**src/sv/cbsm_pkg.sv**
```systemverilog
// Shared types and constants for the ring buffer span manager.
// No dependencies; every other file refers to it by scoped names.
`default_nettype none
package cbsm_pkg;

    localparam int MAX_CAPACITY = 65536;
    localparam int CAP_W        = $clog2(MAX_CAPACITY + 1);
    localparam int POS_W        = $clog2(MAX_CAPACITY);
    localparam int SUM_W        = CAP_W + 1;

    localparam logic [1:0] ACT_PREPARE = 2'd0;
    localparam logic [1:0] ACT_COMMIT  = 2'd1;
    localparam logic [1:0] ACT_CONSUME = 2'd2;

    typedef logic [CAP_W-1:0] t_len;
    typedef logic [POS_W-1:0] t_pos;
    typedef logic [SUM_W-1:0] t_sum;

    typedef struct packed {
        logic       valid;
        logic [1:0] action;
        t_len       amount;
    } t_item;

    typedef struct packed {
        logic length_error;
        t_pos read_start;
        t_len read_first_len;
        t_len read_second_len;
        t_pos write_start;
        t_len write_first_len;
        t_len write_second_len;
    } t_result;

endpackage
`default_nettype wire

```
**src/sv/circular_buffer_span_manager_unit.sv**
```systemverilog
// Top level of the ring buffer span manager.
// Depends on cbsm_pkg, cbsm_in_stage, cbsm_ring_ctrl and cbsm_out_stage.
//
// Usage:
//   Command channel: drive start with action and amount; the item is taken
//   at a rising edge with start high and busy low. busy is high while reset
//   is applied and is cleared by the first clock edge after reset is released;
//   after that one item can be taken every cycle.
//   Result channel: o_result_valid pulses for one cycle with the result
//   fields after the item has passed the input register, then the state update
//   and span logic, then the result register. Items may follow back to back;
//   each sees the state left by the one before it.
//   The receiver cannot stall; a result is gone after its strobe cycle.
//   Configuration: i_cfg_we with i_cfg_wdata writes the capacity (zero acts
//   as one, above the maximum acts as the maximum) and clears the read
//   position, stored length and prepared size. Write only while idle.
//   Reset (i_rst_n low, synchronous): capacity returns to the maximum,
//   all counts clear and any item in flight is dropped.
`default_nettype none
module circular_buffer_span_manager_unit (
    input  wire logic        i_clk,
    input  wire logic        i_rst_n,
    input  wire logic        start,
    output logic             busy,
    input  wire logic [1:0]  i_action,
    input  wire logic [16:0] i_amount,
    input  wire logic        i_cfg_we,
    input  wire logic [16:0] i_cfg_wdata,
    output logic             o_result_valid,
    output logic             o_length_error,
    output logic [15:0]      o_read_start,
    output logic [16:0]      o_read_first_len,
    output logic [16:0]      o_read_second_len,
    output logic [15:0]      o_write_start,
    output logic [16:0]      o_write_first_len,
    output logic [16:0]      o_write_second_len
);

    logic              r_busy;
    logic              accept;
    cbsm_pkg::t_item   item;
    cbsm_pkg::t_result core_result;
    cbsm_pkg::t_result out_result;

    always_ff @(posedge i_clk) begin
        if (!i_rst_n) begin
            r_busy <= 1'b1;
        end else begin
            r_busy <= 1'b0;
        end
    end

    assign busy   = r_busy;
    assign accept = start && !r_busy;

    cbsm_in_stage u_in (
        .i_clk    (i_clk),
        .i_rst_n  (i_rst_n),
        .i_accept (accept),
        .i_action (i_action),
        .i_amount (i_amount),
        .o_item   (item)
    );

    cbsm_ring_ctrl u_ctrl (
        .i_clk       (i_clk),
        .i_rst_n     (i_rst_n),
        .i_cfg_we    (i_cfg_we),
        .i_cfg_wdata (i_cfg_wdata),
        .i_item      (item),
        .o_result    (core_result)
    );

    cbsm_out_stage u_out (
        .i_clk    (i_clk),
        .i_rst_n  (i_rst_n),
        .i_valid  (item.valid),
        .i_result (core_result),
        .o_valid  (o_result_valid),
        .o_result (out_result)
    );

    assign o_length_error     = out_result.length_error;
    assign o_read_start       = out_result.read_start;
    assign o_read_first_len   = out_result.read_first_len;
    assign o_read_second_len  = out_result.read_second_len;
    assign o_write_start      = out_result.write_start;
    assign o_write_first_len  = out_result.write_first_len;
    assign o_write_second_len = out_result.write_second_len;

    a_latency: assert property (@(posedge i_clk) disable iff (!i_rst_n)
        (start && !busy) |=> ##1 o_result_valid)
        else $error("accepted item produced no result two cycles later");

    a_no_phantom: assert property (@(posedge i_clk) disable iff (!i_rst_n)
        (item.valid && !$past(accept)) |-> 1'b0)
        else $error("input stage holds an item that was never accepted");

    a_err_no_span: assert property (@(posedge i_clk) disable iff (!i_rst_n)
        (o_result_valid && o_length_error) |->
            (o_write_start == '0 && o_write_first_len == '0 && o_write_second_len == '0))
        else $error("rejected prepare reported a write span");

    a_wrap_full: assert property (@(posedge i_clk) disable iff (!i_rst_n)
        (o_result_valid && o_read_second_len != '0) |->
            (17'(o_read_start) + o_read_first_len == 17'(cbsm_pkg::MAX_CAPACITY)
             || o_read_first_len != '0))
        else $error("wrapped read span without a first span");

endmodule
`default_nettype wire

```
**src/sv/cbsm_in_stage.sv**
```systemverilog
// Input register of the ring buffer span manager.
// Depends on cbsm_pkg for the item type.
`default_nettype none
module cbsm_in_stage (
    input  wire logic           i_clk,
    input  wire logic           i_rst_n,
    input  wire logic           i_accept,
    input  wire logic [1:0]     i_action,
    input  wire cbsm_pkg::t_len i_amount,
    output cbsm_pkg::t_item     o_item
);

    logic            r_valid;
    logic [1:0]      r_action;
    cbsm_pkg::t_len  r_amount;

    always_ff @(posedge i_clk) begin
        if (!i_rst_n) begin
            r_valid <= 1'b0;
        end else begin
            r_valid <= i_accept;
        end
    end

    always_ff @(posedge i_clk) begin
        if (i_accept) begin
            r_action <= i_action;
            r_amount <= i_amount;
        end
    end

    assign o_item = '{valid: r_valid, action: r_action, amount: r_amount};

endmodule
`default_nettype wire

```
**src/sv/cbsm_ring_ctrl.sv**
```systemverilog
// Ring state registers (capacity, read position, stored and prepared sizes)
// and the single-pass update and span logic. Depends on cbsm_pkg.
`default_nettype none
module cbsm_ring_ctrl (
    input  wire logic            i_clk,
    input  wire logic            i_rst_n,
    input  wire logic            i_cfg_we,
    input  wire cbsm_pkg::t_len  i_cfg_wdata,
    input  wire cbsm_pkg::t_item i_item,
    output cbsm_pkg::t_result    o_result
);

    cbsm_pkg::t_len r_cap;
    cbsm_pkg::t_pos r_rp;
    cbsm_pkg::t_len r_sl;
    cbsm_pkg::t_len r_ps;

    cbsm_pkg::t_len n_cap;
    cbsm_pkg::t_pos n_rp;
    cbsm_pkg::t_len n_sl;
    cbsm_pkg::t_len n_ps;

    cbsm_pkg::t_sum wpos_sum;
    cbsm_pkg::t_pos wpos;
    cbsm_pkg::t_len free_len;
    cbsm_pkg::t_sum cons_sum;
    cbsm_pkg::t_pos cons_pos;
    cbsm_pkg::t_sum wend;
    cbsm_pkg::t_sum rend;
    cbsm_pkg::t_len commit_len;
    cbsm_pkg::t_len amount;
    cbsm_pkg::t_len r1;
    logic           err;
    cbsm_pkg::t_pos ws;
    cbsm_pkg::t_len w1;
    cbsm_pkg::t_len w2;

    assign amount = i_item.amount;

    always_comb begin
        if (i_cfg_wdata == '0) begin
            n_cap = cbsm_pkg::t_len'(1);
        end else if (i_cfg_wdata > cbsm_pkg::t_len'(cbsm_pkg::MAX_CAPACITY)) begin
            n_cap = cbsm_pkg::t_len'(cbsm_pkg::MAX_CAPACITY);
        end else begin
            n_cap = i_cfg_wdata;
        end
    end

    always_comb begin
        wpos_sum   = cbsm_pkg::t_sum'(r_rp) + cbsm_pkg::t_sum'(r_sl);
        wpos       = (wpos_sum >= cbsm_pkg::t_sum'(r_cap))
                   ? cbsm_pkg::t_pos'(wpos_sum - cbsm_pkg::t_sum'(r_cap))
                   : cbsm_pkg::t_pos'(wpos_sum);
        free_len   = r_cap - r_sl;
        cons_sum   = cbsm_pkg::t_sum'(r_rp) + cbsm_pkg::t_sum'(amount);
        cons_pos   = (cons_sum >= cbsm_pkg::t_sum'(r_cap))
                   ? cbsm_pkg::t_pos'(cons_sum - cbsm_pkg::t_sum'(r_cap))
                   : cbsm_pkg::t_pos'(cons_sum);
        wend       = cbsm_pkg::t_sum'(wpos) + cbsm_pkg::t_sum'(amount);
        commit_len = (amount < r_ps) ? amount : r_ps;

        n_rp = r_rp;
        n_sl = r_sl;
        n_ps = r_ps;
        err  = 1'b0;
        ws   = '0;
        w1   = '0;
        w2   = '0;

        case (i_item.action)
            cbsm_pkg::ACT_PREPARE: begin
                if (amount > free_len) begin
                    err = 1'b1;
                end else begin
                    n_ps = amount;
                    ws   = wpos;
                    if (wend <= cbsm_pkg::t_sum'(r_cap)) begin
                        w1 = amount;
                    end else begin
                        w1 = r_cap - cbsm_pkg::t_len'(wpos);
                        w2 = amount - w1;
                    end
                end
            end
            cbsm_pkg::ACT_COMMIT: begin
                n_sl = r_sl + commit_len;
                n_ps = '0;
            end
            cbsm_pkg::ACT_CONSUME: begin
                if (amount < r_sl) begin
                    n_rp = cons_pos;
                    n_sl = r_sl - amount;
                end else begin
                    n_rp = (r_ps != '0) ? wpos : '0;
                    n_sl = '0;
                end
            end
            default: begin
            end
        endcase

        rend = cbsm_pkg::t_sum'(n_rp) + cbsm_pkg::t_sum'(n_sl);
        r1   = r_cap - cbsm_pkg::t_len'(n_rp);

        o_result.length_error     = err;
        o_result.read_start       = n_rp;
        o_result.write_start      = ws;
        o_result.write_first_len  = w1;
        o_result.write_second_len = w2;
        if (rend <= cbsm_pkg::t_sum'(r_cap)) begin
            o_result.read_first_len  = n_sl;
            o_result.read_second_len = '0;
        end else begin
            o_result.read_first_len  = r1;
            o_result.read_second_len = n_sl - r1;
        end
    end

    always_ff @(posedge i_clk) begin
        if (!i_rst_n) begin
            r_cap <= cbsm_pkg::t_len'(cbsm_pkg::MAX_CAPACITY);
            r_rp  <= '0;
            r_sl  <= '0;
            r_ps  <= '0;
        end else if (i_cfg_we) begin
            r_cap <= n_cap;
            r_rp  <= '0;
            r_sl  <= '0;
            r_ps  <= '0;
        end else if (i_item.valid) begin
            r_rp  <= n_rp;
            r_sl  <= n_sl;
            r_ps  <= n_ps;
        end
    end

endmodule
`default_nettype wire

```
**src/sv/cbsm_out_stage.sv**
```systemverilog
// Result register and strobe of the ring buffer span manager.
// Depends on cbsm_pkg for the result type.
`default_nettype none
module cbsm_out_stage (
    input  wire logic              i_clk,
    input  wire logic              i_rst_n,
    input  wire logic              i_valid,
    input  wire cbsm_pkg::t_result i_result,
    output logic                   o_valid,
    output cbsm_pkg::t_result      o_result
);

    logic              r_valid;
    cbsm_pkg::t_result r_result;

    always_ff @(posedge i_clk) begin
        if (!i_rst_n) begin
            r_valid <= 1'b0;
        end else begin
            r_valid <= i_valid;
        end
    end

    always_ff @(posedge i_clk) begin
        if (i_valid) begin
            r_result <= i_result;
        end
    end

    assign o_valid  = r_valid;
    assign o_result = r_result;

endmodule
`default_nettype wire

```
**config.mk**
```make
export PLATFORM = sky130hd
export DESIGN_NAME = circular_buffer_span_manager_unit
export DESIGN_NICKNAME = d
export VERILOG_FILES = /design/src/sv/cbsm_pkg.sv /design/src/sv/circular_buffer_span_manager_unit.sv /design/src/sv/cbsm_in_stage.sv /design/src/sv/cbsm_ring_ctrl.sv /design/src/sv/cbsm_out_stage.sv
export SDC_FILE = /design/constraint.sdc
export NUM_CORES = 1
export LEC_CHECK = 0
export BUFFER_PORTS_ARGS = -buffer_cell sky130_fd_sc_hd__buf_2
export CORE_ASPECT_RATIO = 2
export CORE_MARGIN = 10
export CORE_UTILIZATION = 40
export DETAILED_ROUTE_END_ITERATION = 10
export HOLD_SLACK_MARGIN = 0.02
export PLACE_DENSITY = 0.53
export SYNTH_ARGS = -nofsm -noshare
export SYNTH_HDL_FRONTEND = slang
export SYNTH_SLANG_ARGS = --single-unit
export TNS_END_PERCENT = 50
```
**constraint.sdc**
```tcl
create_clock -name i_clk -period 15.15 [get_ports i_clk]
set_clock_uncertainty 0.15 [all_clocks]
set_input_delay 0.7575 -clock i_clk [delete_from_list [all_inputs] [get_ports i_clk]]
set_output_delay 0.7575 -clock i_clk [all_outputs]
set_load 0.02 [all_outputs]
```
After elaboration in Yosys (flattened, before gate mapping) --
Index checks and enable logic that the tools add are counted.
Operators by class: add/sub/neg operators 13, order comparisons 8, equal/unequal tests 3, muxes and demuxes 16, bitwise gates (word level) 2, reduce and logical (&&, ||, !) cells 10
Operator list (number):
- $mux W17 | 6
- $mux W16 | 5
- $add A16 B17 Y18 | 4
- $pmux W17 S2 | 2
- $sub A17 B17 Y17 | 4
- $ge A18 B17 Y1 | 2
- $le A18 B17 Y1 | 2
- $lt A17 B17 Y1 | 2
- $mux W34 | 1
- $sub A17 B16 Y17 | 2
- $sub A16 B16 Y16 | 2
- $add A17 B17 Y17 | 1
- $gt A17 B17 Y1 | 1
- $gt A17 B17 Y1 const B | 1
- $logic_not A17 Y1 | 1
- $reduce_bool A17 Y1 | 1
- $reduce_or A2 Y1 | 2
- $reduce_and A3 Y1 | 1
- $reduce_or A3 Y1 | 1
- $eq A2 B1 Y1 const B | 1
- $eq A2 B2 Y1 const B | 1
- $logic_not A2 Y1 | 1
- $mux W1 | 2
- $ne A2 B2 Y1 const B | 1
- other kinds (4) | 5
Word-level totals: flip-flop bits (word level) 190, input bits 40, output and inout bits 103, logic and storage cells 68

Logic depth before layout (Yosys ltp) --
depth after elaboration 9, mapped depth 44, depth with buffers taken out 43

Hierarchy --
Synthesis repeated with hierarchy kept, for this count alone.
Second synthesis, totals: cells, all modules 2296, area total of the unflattened synthesis 19148.4 um^2
By module, submodules not included:
- cbsm_ring_ctrl | times used 1, cells each 2168, area an instance 15447.3 um^2
- cbsm_out_stage | times used 1, cells each 103, area an instance 3059.2 um^2
- cbsm_in_stage | times used 1, cells each 22, area an instance 604.3 um^2
- circular_buffer_span_manager_unit | times used 1, cells each 3, area an instance 37.5 um^2

Worst setup path before layout --
No wires, ideal clock.
kind register -> register, start reg u_in.r_amount[0], end reg u_out.r_result (netlist bit u_out.o_result[70]) (data pin), arrival 8.109 ns, setup slack 6.627 ns, cell stages (with the launch flop) 41, path buffers 1, cells stage by stage edfxtp_1 -> ha_1 -> fa_1 -> a21o_1 -> a21oi_1 -> a21oi_1 -> o41ai_2 -> o31ai_1 -> o41ai_1 -> nor2b_1 -> o21ai_0 -> nand2b_1 -> xnor2_1 -> ha_1 -> a221o_1 -> a31oi_1 -> o221ai_2 -> mux2_2 -> [5 not listed] -> and3_1 -> o21a_1 -> o21ai_0 -> nand2b_1 -> a211oi_1 -> nor2_1 -> ha_1 -> a21o_1 -> a21o_1 -> a21oi_1 -> nor2b_1 -> o21ai_0 -> nand2_1 -> a21oi_1 -> a21o_1 -> o21a_1 -> buf_2 -> o21ai_0
RTL lines:
- start: declaration | RTL line cbsm_in_stage.sv:15 | cbsm_pkg::t_len r_amount;
- start signal: assignment | RTL line cbsm_in_stage.sv:28 | r_amount <= i_amount;
- end signal: assignment | RTL line cbsm_out_stage.sv:26 | r_result <= i_result;
- end: declaration | RTL line cbsm_out_stage.sv:14 | cbsm_pkg::t_result r_result;

==> impl_metrics.tcl <==
set metrics [dict create \
    grt_max_degree 68 \
    syn2layout_area_growth_pct 11.2 \
    cts_max_level 4 \
    cp-end-kind "flop" \
    ff_latch_area_um2 5010 \
    synth_top_area_share_pct 18.6 \
    synth_ff_type "edfxtp_1" \
    hp-start "i_amount[5]" \
    cts-root-buf "clkbuf_16" \
    worstReg2RegEnd "u_out.o_result[72]" \
    slew_headroom_pct 16.4 \
    drc_errors 0 \
    status "finished, final reports clean" \
    pin_count 143 \
    ys_ff_latch 190 \
    grt_usage_pct 26.1 \
    min_path_type "in2reg" \
    place_congestion 0.984 \
    cts_buffer_depth 2 \
    cp-startpoint "u_ctrl.r_sl[0]" \
    setup_viol 0 \
    fin_cells 3034 \
    crit_type "reg2reg" \
    syn_avg_cell_area_um2 8.64 \
    synth_edf_count 120 \
    hold_end "u_in.r_amount[5]" \
    cts_setup_buffers 0 \
    postCtsHoldBufs 0 \
    drt_wl_total_mm 77.3 \
    cp.required_ns 15.18 \
    tightest_slew_ns 1.22 \
    antenna_found_initial 0 \
    clk_pin_slew_worst_paths_ns 0.07 \
    clock_latency_ns 0.48 \
    die_h_um 331 \
    place.detailed.hpwl_mm 63.1 \
    post_cts_resized 0 \
    clock-sinks 190 \
    nets 2723 \
    fin_area_um2 21500 \
    fillerInstances 4807 \
    start_util_pct 40.6 \
    slowest_delay_ns 0.76 \
    cp.arrival_ns 10.72 \
    tritoncts "yes" \
    fmax_mhz 93.5 \
    viasPerCell 5.85 \
    drt_iter0_drc 1085 \
    placementRows 113 \
    start_kind "flop" \
    maxSlewViolCount 0 \
    multi_input_area_um2 13500 \
    grt_overflow 0 \
    vias 17800 \
    cts_made_buffers 17 \
    fin_crit_ns 10.70 \
    die-area_um2 58000 \
    dpl_cell_area_um2 20900 \
    timing.rr.start "u_ctrl.r_sl[0]" \
    drive_above_1_share_pct 11.4 \
    fp.dieW_um 175 \
    r2r_slack_ns 4.46 \
    grt_pass1_vias 17900 \
    vdd_drop_max_uv 80.2 \
    final.period_utilization_pct 70.6 \
    rsz0062_at_grt "no" \
    hold_viol 0 \
    wl_per_cell_um 25.5 \
    place_inst 3002 \
    synth-async-reset-ratio_pct 0 \
    cp_max_fo 24 \
    yosysTopAreaCell "edfxtp_1" \
    r2r_cells 40 \
    final_common_cell "ha_1" \
    hold_path_depth 1 \
    n_antenna_cell 0 \
    core_area_um2 47600 \
    yosysWarnings 0 \
    crit_slowest_cell "o21a_1" \
    synth_area_leaders "edfxtp_1, ha_1, dfxtp_1, xnor2_1, a21oi_1" \
    drv_cap 0 \
    layout_common_cells "ha_1, nor2_1, a21oi_1" \
    power.density_nw_per_um2 87.1 \
    syn-num-nets 2570 \
    synthCells 2236 \
    io_buffers 142 \
    setup_tns_ns 0 \
    crit_top_cell "o21ai_0" \
    syn_area_um2 19300 \
    leakagePower_nw 9.39 \
    grt_pass1_wl_mm 112 \
    synth_seq_area_share_pct 25.9 \
    ant_nets 0 \
    drt_pass1_iterations 5 \
    synth_cell_types 91 \
]
cell usage after synthesis (30+ instances only):
master / count
ha_1: 281
nor2_1: 213
a21oi_1: 164
inv_1: 150
o21ai_0: 145
nand2_1: 136
edfxtp_1: 120
xnor2_1: 114
a21o_1: 76
dfxtp_1: 70
mux2i_1: 67
nor3_1: 61
nor2b_1: 53
xor2_1: 53
nand3_1: 41
clkbuf_1: 37
nand2b_1: 31
o21a_1: 30
cells by family (layout without fill, tap and decap cells):
kind of cell               count (synthesis)  count (layout)  synth area share, %
muxes                                     85              85                 4.55
xor gates and xnor gates                 167             167                 7.57
adders and majority gates                294             294                 19.5
and+or+nand+nor                          643             643                 15.8
AOI/OAI and AO/OA                        653             653                 22.5
buffers and inverters                    204             370                 4.16
DFF                                      190             190                 25.9
stage by stage:
step           total power, mW  hold WS, ns  setup slack [ns]  utilization, %
5_1_grt                   1.98        0.297              3.47            45.1
6_report                  1.87        0.308              4.46            45.1
3_3_place_gp              1.42        0.356              4.73            44.0
2_1_floorplan             1.21        0.319              6.63               -
4_1_cts                   1.88        0.288              4.54            45.1
3_5_place_dp              1.43        0.367              4.60            44.0
routing by layer:
metal | wire length, µm | GRT usage, % | vias up
li1 | - | - | 8518
met2 | 40000 | 48.4 | 528
met3 | 2480 | 2.71 | 221
met1 | 27700 | 25.6 | 8497
met5 | 0 | 0 | -
met4 | 7090 | 21.9 | 0
sequential cells by signal, indices dropped and copies added (netlist names):
name            cells
u_ctrl.r_sl        17
u_ctrl.r_cap       17
u_in.r_amount      17
u_in.r_action       2
u_ctrl.r_ps        17
busy                1
u_out.o_result    101
u_in.r_valid        1
u_out.o_valid       1
u_ctrl.r_rp        16
worst max path at each step:
stage | to | slack (ns) | cells past startpoint
after floorplan | u_out.o_result[70] | 6.63 | 40
after global placement | u_out.o_result[81] | 4.73 | 37
after detailed placement | u_out.o_result[72] | 4.60 | 37
after CTS | u_out.o_result[72] | 4.54 | 40
after global routing | u_out.o_result[72] | 3.47 | 38
final | u_out.o_result[72] | 4.46 | 40
cell type report:
| type | instances | share of cell area (%) |
|---|---|---|
| flip-flops and latches | 190 | 23.3 |
| repair buffers | 186 | 4.85 |
| well taps | 632 | 3.68 |
| multi-input cells | 1842 | 63.0 |
| clock inverters | 13 | 0.495 |
| inverters | 152 | 2.66 |
| clock buffers | 19 | 2.02 |
where the power goes:
part / switching [mW] / internal (mW)
Sequential: 0.0152 / 0.575
Combinational: 0.499 / 0.339
Clock: 0.229 / 0.214
Total: 0.743 / 1.13
worst max-delay path, delay by kind of cell, from the launching register on:
family / cells / cell delay, ns
AO/OA/AOI/OAI: 26 / 6.79
XOR/XNOR: 1 / 0.14
adder cells (fa/ha/maj): 5 / 1.61
buffers and inverters: 1 / 0.13
flip-flops: 1 / 0.40
multiplexers: 1 / 0.52
AND/OR/NAND/NOR: 6 / 0.65
Note: power is estimated with default switching activity, not from simulation.
